File: src/design/sth_pkg.sv
`default_nettype none

package sth_pkg;

    localparam int MaxBins   = 256;
    localparam int CountBits = 32;
    localparam int IdxBits   = $clog2(MaxBins);
    localparam int UsedBits  = $clog2(MaxBins + 1);
    localparam int TimeBits  = 64;
    localparam int WidthBits = 32;

    localparam logic CmdAdd   = 1'b0;
    localparam logic CmdRange = 1'b1;

    localparam logic [WidthBits-1:0] BinWidthReset = 32'd1000;

    typedef struct packed {
        logic                command;
        logic [TimeBits-1:0] time_start;
        logic [TimeBits-1:0] time_end;
    } t_request;

    typedef struct packed {
        logic [TimeBits-1:0] range_count;
        logic [TimeBits-1:0] events_total;
        logic                table_full;
    } t_result;

    // Quotient request to the shared divider and its reply.
    typedef struct packed {
        logic                 go;
        logic [TimeBits-1:0]  dividend;
    } t_div_req;

    typedef struct packed {
        logic                 done;
        logic [TimeBits-1:0]  quotient;
    } t_div_rsp;

endpackage

`default_nettype wire

File: src/design/sth_divider.sv
`default_nettype none

// Restoring divider: one quotient bit a cycle.
module sth_divider
    import sth_pkg::*;
(
    input  wire logic                 i_clk,
    input  wire logic                 i_rst_n,
    input  wire t_div_req             i_req,
    input  wire logic [WidthBits-1:0] i_divisor,
    output t_div_rsp                  o_rsp
);

    localparam int CntBits = $clog2(TimeBits);

    logic                 r_busy;
    logic [CntBits-1:0]   r_cnt;
    logic [TimeBits-1:0]  r_quo;
    logic [WidthBits:0]   r_rem;
    logic [WidthBits-1:0] r_div;
    logic                 r_done;

    logic [WidthBits:0]   w_trial;
    logic [WidthBits:0]   w_shift;
    logic                 w_ge;

    assign w_shift = {r_rem[WidthBits-1:0], r_quo[TimeBits-1]};
    assign w_ge    = w_shift >= {1'b0, r_div};
    assign w_trial = w_ge ? (w_shift - {1'b0, r_div}) : w_shift;

    always_ff @(posedge i_clk) begin
        if (!i_rst_n) begin
            r_busy <= 1'b0;
            r_done <= 1'b0;
            r_cnt  <= '0;
        end else begin
            r_done <= 1'b0;
            if (i_req.go) begin
                r_busy <= 1'b1;
                r_cnt  <= '0;
                r_quo  <= i_req.dividend;
                r_rem  <= '0;
                // zero width acts as one
                r_div  <= (i_divisor == '0) ? WidthBits'(1) : i_divisor;
            end else if (r_busy) begin
                r_rem <= w_trial;
                r_quo <= {r_quo[TimeBits-2:0], w_ge};
                r_cnt <= r_cnt + 1'b1;
                if (r_cnt == CntBits'(TimeBits - 1)) begin
                    r_busy <= 1'b0;
                    r_done <= 1'b1;
                end
            end
        end
    end

    assign o_rsp.done     = r_done;
    assign o_rsp.quotient = r_quo;

endmodule

`default_nettype wire

File: config.mk
export PLATFORM = sky130hd
export DESIGN_NAME = sth_divider
export DESIGN_NICKNAME = d
export VERILOG_FILES = /design/src/design/sth_pkg.sv /design/src/design/sth_divider.sv
export SDC_FILE = /design/constraint.sdc
export NUM_CORES = 1
export LEC_CHECK = 0
export BUFFER_PORTS_ARGS = -buffer_cell sky130_fd_sc_hd__buf_4
export CORE_MARGIN = 2
export CORE_UTILIZATION = 54
export CTS_CLUSTER_DIAMETER = 40
export DETAILED_ROUTE_END_ITERATION = 8
export GPL_TIMING_DRIVEN = 0
export PLACE_DENSITY = 0.88
export SLEW_MARGIN = 30
export SYNTH_ARGS = -nofsm -noshare
export SYNTH_HDL_FRONTEND = slang
export SYNTH_SLANG_ARGS = --single-unit
File: constraint.sdc
create_clock -name i_clk -period 8.71 [get_ports i_clk]
set_input_delay 1.3065 -clock i_clk [delete_from_list [all_inputs] [get_ports i_clk]]
set_output_delay 1.3065 -clock i_clk [all_outputs]
set_load 0.05 [all_outputs]
==> impl_metrics.toml, run 1 <==
[place]
hpwl_um = 14100
gp_congestion = 0.9350
portBuffers = 162

[worst_setup_path]
worst-path-stages = 12
worst_ep_required_time_ns = 8.89
cp-end-kind = "flop"
critical_path.top_delay_family = "compound AO/OA/AOI/OAI gates"
crit_slowest_cell = "fa_1"
critical_path_class = "reg2reg"
crit_chain = "inv_1 -> ha_1 -> fa_1 -> nor2b_1 -> o2111ai_1 -> a21oi_1 -> a211oi_1 -> o31a_1 -> o41ai_2 -> a21o_1 -> nor4b_1 -> a211o_1"
r2r_cells = 12
critPathBufInv = 1
max_stage_delay_ns = 0.41
cp.arrival_ns = 3.40
critPathMaxFanout = 4
start_kind = "flop"

[global_route]
antenna_found_initial = 0
grt_max_degree = 42
grt-ovfl-total = 0
grt_pass1_wl_um = 29680
grt_usage_pct = 26.64
grt_pass1_vias = 5962

[clock_tree]
cts_max_level = 4
cts_made_buffers = 17
clkLatencyLatePin_ns = 0.43
clkSinkCount = 136
cts-resized-gates = 0
cts_tree = "built"
post_cts_buffers = 0
hold_buffers = 0
clockBufferDepth = 2
root_buffer = "clkbuf_16"
clkTransAtPathRegs_ns = 0.06

[finish]
mostFrequentLayoutCells = "buf_4 (163), edfxtp_1 (128), nand2_1 (76), mux2_2 (64), a21oi_1 (52)"
fin_nets = 988
layout_commonest_cell = "buf_4"
antenna_cells = 0
seq_area_um2 = 4004
multiInputGateArea_um2 = 3112
area_growth_pct = 27.70
drive_above_1_share_pct = 31.45
fillers = 989

[routing]
drtIter0Drc = 367
avgViaCountPerCell = 5.611
drc = 0
wl_um = 18990
num_vias = 5880
ant_nets = 0
drt_first_pass_iters = 5
wire_per_inst_um = 18.12

[floorplanning]
die_area_um2 = 14850
row_count = 43
initial_utilization_pct = 54.69
coreArea_um2 = 13720
die_w_um = 121.9
ioPinCount = 164
die_h_um = 121.9

[sta]
period_share_pct = 37.02
fin_setup_tns_ns = 0
rsz0062_at_grt = "false"
period_needed_ns = 3.224
maxSlewViolCount = 0
max_freq_mhz = 310.2
setup_viol = 0
tightestPinTransition_ns = 0.6473
finalHoldViolations = 0
clock_skew_ns = 0.009752
max_slew_margin_pct = 56.85

[synth]
ys.flop_type = "edfxtp_1"
synth_top_area_share_pct = 51.23
synthDistinctLibCells = 56
syn_area_um2 = 7503
syn_nets = 804
synthCells = 671
synth-edff-count = 128
synth_seq_area_share_pct = 53.36
ys_top_cells_by_area = "edfxtp_1 (51%), mux2_2 (9.6%), ha_1 (5.5%)"
ys_seq_elements = 136
syn_avg_cell_area_um2 = 11.18
synthArstFlopShare_pct = 0
yosys_warnings = 0
synth_area_leader_cell = "edfxtp_1"

[power]
p_seq_share_pct = 40.3
sw_frac_of_total_pct = 30.08
p_int_mw = 1.398
p_leak_nw = 3.953
pwr_density_cell_nw_per_um2 = 208.7
ir_worst_vdd_v = 0.0001351
power_mw = 1.999
p_switching_mw = 0.6014
clkPwrFrac_pct = 34.8
power_frac_comb_pct = 25.0

[outcome]
status = "finished clean"

[hold_path]
whs_path_depth = 2
hold_class = "reg2reg"

[flow_run]
max_cap_viol_count = 0
[area by class of cell]
class | instances | share of cell area, %
Clock buffer | 18 | 4.479
Clock inverter | 14 | 1.371
Timing Repair Buffer | 165 | 13.40
Buffer | 59 | 2.455
Sequential cell | 136 | 41.79
Multi-Input combinational cell | 433 | 32.48
Inverter | 43 | 1.685
Tap cell | 180 | 2.350
[Yosys cell counts, drive strengths merged (4+ instances only)]
cell    number
o21ai       16
dfxtp        8
nand3       14
a21o        15
nor2b        5
ha          33
xnor2       17
a21oi       52
nand2       77
o21a         9
inv         43
a211oi      10
nor3         7
clkbuf      44
o21bai       6
xor2        14
buf         15
edfxtp     128
nor2        25
nand4        9
mux2        64
or3          4
nor4        11
[final timing paths]
path / endpoint / startpoint / slack [ns]
max: r_rem[30]$_SDFFCE_PP0P_ / r_quo[63]$_DFFE_PP_ / 5.49
min: r_cnt[5]$_SDFFE_PP0P_ / r_cnt[5]$_SDFFE_PP0P_ / 0.51
max reg2reg: r_rem[30]$_SDFFCE_PP0P_ / r_quo[63]$_DFFE_PP_ / 5.49
min reg2reg: r_cnt[5]$_SDFFE_PP0P_ / r_cnt[5]$_SDFFE_PP0P_ / 0.51
[layer usage]
| metal | vias to the layer above | wire [um] | GRT usage [%] |
|---|---|---|---|
| li1 | 2813 | - | - |
| met1 | 2809 | 7247 | 30.21 |
| met2 | 220 | 9782 | 47.14 |
| met3 | 38 | 1466 | 7.772 |
| met4 | 0 | 490 | 10.70 |
| met5 | - | 0 | 0 |
[sequential cells by signal, summed over array words and instances, names as in the netlist]
register	cells
r_cnt	6
r_div	32
r_quo	64
r_busy	1
r_rem	32
r_done	1
[worst register-to-register path: stages (launching register included)]
cell	delay, ns
edfxtp_1	0.39
inv_1	0.06
ha_1	0.22
fa_1	0.41
nor2b_1	0.18
o2111ai_1	0.22
a21oi_1	0.23
a211oi_1	0.13
o31a_1	0.40
o41ai_2	0.23
a21o_1	0.18
nor4b_1	0.05
a211o_1	0.27
[through the flow]
stage                     hold slack, ns  instances  area [um^2]  util [%]  worst slack, ns
after detailed placement          0.4996       1016         9021     65.75            5.540
after floorplan                   0.4577        671         7503         -            4.393
after CTS                         0.5091       1048         9582     69.84            5.510
after global placement            0.4731       1013         8945     65.20            3.259
after global routing              0.5223       1048         9582     69.84            5.227
final                             0.5062       1048         9582     69.84            5.486
[cells by family after synthesis]
| group | count (synthesis) | synth area share [%] |
|---|---|---|
| AND/OR/NAND/NOR | 166 | 10.24 |
| AO/OA/AOI/OAI | 136 | 11.86 |
| flip-flops | 136 | 53.36 |
| buffers and inverters | 102 | 5.286 |
| multiplexers | 66 | 9.872 |
| adder cells (fa/ha/maj) | 34 | 5.770 |
| XOR/XNOR | 31 | 3.618 |
[power groups by stage]
stage | Clock (mW) | Combinational, mW | Sequential [mW]
after detailed placement | 0 | 0.492 | 0.817
final | 0.695 | 0.499 | 0.805
after floorplan | 0 | 0.285 | 0.878
after CTS | 0.703 | 0.497 | 0.805
after global routing | 0.725 | 0.544 | 0.810
after global placement | 0 | 0.477 | 0.819
No activity file was read; power rests on OpenSTA's default activity.
==> run 2: changes to the inputs <==
--- a/config.mk
+++ b/config.mk
@@ -5,13 +5,14 @@
 export SDC_FILE = /design/constraint.sdc
 export NUM_CORES = 1
 export LEC_CHECK = 0
+export ABC_AREA = 1
 export BUFFER_PORTS_ARGS = -buffer_cell sky130_fd_sc_hd__buf_4
 export CORE_MARGIN = 2
-export CORE_UTILIZATION = 54
+export CORE_UTILIZATION = 51
 export CTS_CLUSTER_DIAMETER = 40
 export DETAILED_ROUTE_END_ITERATION = 8
 export GPL_TIMING_DRIVEN = 0
-export PLACE_DENSITY = 0.88
+export PLACE_DENSITY = 0.86
 export SLEW_MARGIN = 30
 export SYNTH_ARGS = -nofsm -noshare
 export SYNTH_HDL_FRONTEND = slang
==> constraint.sdc (replaced) <==
create_clock -name i_clk -period 2.6 [get_ports i_clk]
set_input_delay 0.39 -clock i_clk [delete_from_list [all_inputs] [get_ports i_clk]]
set_output_delay 0.39 -clock i_clk [all_outputs]
set_load 0.05 [all_outputs]
==> run 2 against run 1 <==
Against the previous run:
- utilization fell by 4.0 points
- synthesized area increased by 16%
- highest routed layer unchanged
- sequential cell count unchanged
- cell count up 51%
- global-route usage increased by 0.43 points
- routed wire length up 26%
- sequential share of layout area shrank 5.1 points
- combinational power rose to 4.8 times the previous value
- largest power group unchanged
- first-iteration DRC count up 19%
- setup slack worse by 5.3 ns
- die area up 22%
- largest cell class unchanged
==> impl_metrics.toml, run 2 <==
[outcome]
status = "finished clean"

[routing]
avgViaCountPerCell = 4.924
num_vias = 7799
drt_first_pass_iters = 5
ant_nets = 0
wire_per_inst_um = 15.10
wl_um = 23910
drtIter0Drc = 436
drc = 0

[finish]
area_growth_pct = 25.94
fillers = 1432
layout_commonest_cell = "nand2_1"
final_cells = 1584
reg_top3 = "r_quo x64, r_div x32, r_rem x32"
seq_area_um2 = 4004
antenna_cells = 0
fin_nets = 1484
drive_above_1_share_pct = 19.13
multiInputGateArea_um2 = 3886
mostFrequentLayoutCells = "nand2_1 (496), inv_1 (168), buf_4 (166), edfxtp_1 (128), nor2_1 (108)"
largest_register_ffs = 64
regMostFlops = "r_quo"

[sta]
period_needed_ns = 2.461
period_share_pct = 94.64
rsz0062_at_grt = "true"
tightestPinTransition_ns = 0.7290
clock_skew_ns = 0.008291
maxSlewViolCount = 0
max_slew_margin_pct = 51.33
postLayoutSetupSlackWorst_ns = 0.1395
max_freq_mhz = 406.4
finalHoldViolations = 0
worst_hold_slack_ns = 0.2174
setup_viol = 0

[synth]
synthArstFlopShare_pct = 0
synth_area_leader_cell = "edfxtp_1"
yosys.cell_count.top_type = "nand2_1"
synth-edff-count = 128
synth_seq_area_share_pct = 46.20
synthCells = 1168
ys.flop_type = "edfxtp_1"
syn_avg_cell_area_um2 = 7.420
ys_seq_elements = 136
synth_top_area_share_pct = 44.35
syn_nets = 1301
syn_area_um2 = 8667
yosys_warnings = 0
synth_top_cells_by_count = "nand2_1 (497), inv_1 (169), edfxtp_1 (128)"
synthDistinctLibCells = 39
ys_top_cells_by_area = "edfxtp_1 (44%), nand2_1 (22%), inv_1 (7.3%)"

[global_route]
antenna_found_initial = 0
grt_usage_pct = 27.07
grt-ovfl-total = 0
grt_max_degree = 80
grt_pass1_wl_um = 37580
grt_pass1_vias = 7716

[clock_tree]
clkTransAtPathRegs_ns = 0.06
cts_made_buffers = 17
cts_max_level = 4
clockBufferDepth = 2
cts_tree = "built"
root_buffer = "clkbuf_16"
post_cts_buffers = 0
clkLatencyLatePin_ns = 0.43
clkSinkCount = 136

[worst_setup_path]
crit_chain = "ha_1 -> nand2_1 -> nor2_1 -> nand3_1 -> nand3_2 -> nand2_2 -> nand2_2 -> nand2_4 -> nand2_8 -> inv_6 -> buf_8 -> nor2_1 -> nor2_1"
start_kind = "flop"
cp_common_cell = "nor2_1"
critPathBufInv = 2
max_stage_delay_ns = 0.42
cp-end-kind = "flop"
critical_path_class = "reg2reg"
critical_path.top_delay_family = "simple AND/OR/NAND/NOR gates"
critPathMaxFanout = 10
crit_slowest_cell = "edfxtp_1"
worst_ep_required_time_ns = 2.78
cp.arrival_ns = 2.64

[floorplanning]
row_count = 47
ioPinCount = 164
die_h_um = 134.4
die_w_um = 134.4
die_area_um2 = 18050
initial_utilization_pct = 52.26
coreArea_um2 = 16580

[place]
gp_congestion = 0.9520
hpwl_um = 18330
dp_cells = 1552
portBuffers = 163
dp_slack_ns = 0.09083

[power]
ir_worst_vdd_v = 0.0005338
p_leak_nw = 5.549
pwr_density_cell_nw_per_um2 = 699.8

[flow_run]
max_cap_viol_count = 0

[hold_path]
hold_class = "in2reg"
run 2: cell count changes after synthesis, moves of 17 or more:
| cell | change |
|---|---|
| mux2_2 | -64 |
| inv_1 | +126 |
| nand3_1 | +17 |
| nor2_1 | +87 |
| a21oi_1 | -29 |
| nand2_1 | +421 |
| nand3b_1 | +22 |
run 2: final timing paths:
kind,to,cells after the start,slack (ns),start
setup reg to reg,r_rem[26]$_SDFFCE_PP0P_,13,0.14,r_rem[2]$_SDFFCE_PP0P_
hold / removal,r_div[14]$_SDFFCE_PN0P_,2,0.22,i_divisor[14]
setup / recovery,r_rem[26]$_SDFFCE_PP0P_,13,0.14,r_rem[2]$_SDFFCE_PP0P_
hold reg to reg,r_cnt[5]$_SDFFE_PP0P_,2,0.48,r_cnt[5]$_SDFFE_PP0P_
run 2: metal layers:
metal / global-route usage [%] / up-vias / share of wire [%]
met4: 9.181 / 0 / 2.6
li1: - / 3958 / -
met2: 47.90 / 259 / 50
met5: 0 / - / 0
met1: 31.23 / 3532 / 40
met3: 8.125 / 50 / 7.4
run 2: through the flow:
stage	util (%)	area, um^2	total power [mW]	TNS (ns)
3_3_place_gp	61.32	10170	5.109	-64.66
5_1_grt	65.82	10920	8.020	0
2_1_floorplan	-	8670	4.479	0
4_1_cts	65.06	10790	7.570	0
6_report	65.82	10920	7.639	0
3_5_place_dp	61.57	10210	5.166	0
run 2: final cells by class:
| type | instances | share of cell area (%) |
|---|---|---|
| sequential | 136 | 36.68 |
| clock buffer | 17 | 3.897 |
| timing repair buffer | 164 | 11.46 |
| multi-input combinational | 800 | 35.60 |
| inverter | 175 | 6.064 |
| tap | 220 | 2.522 |
| buffer | 57 | 2.361 |
| clock inverter | 15 | 1.410 |
run 2: what timing repair did:
action	in CTS	in global routing
gates resized for setup	0	22
hold buffers	0	0
setup endpoints to repair	0	21
run 2: cells by family after synthesis:
| logic type | Yosys count | share of synthesized area, % |
|---|---|---|
| compound gates | 32 | 2.007 |
| simple gates | 719 | 34.70 |
| buf+inv | 232 | 10.58 |
| flops | 136 | 46.20 |
| fa+ha+maj | 34 | 4.995 |
| xor+xnor | 15 | 1.516 |
run 2: report_power, final:
group / leakage [nW] / internal, mW / total, mW / switching (mW)
Sequential: 1.31 / 2.67 / 2.80 / 0.123
Combinational: 3.96 / 0.848 / 2.42 / 1.57
Clock: 0.282 / 1.35 / 2.42 / 1.07
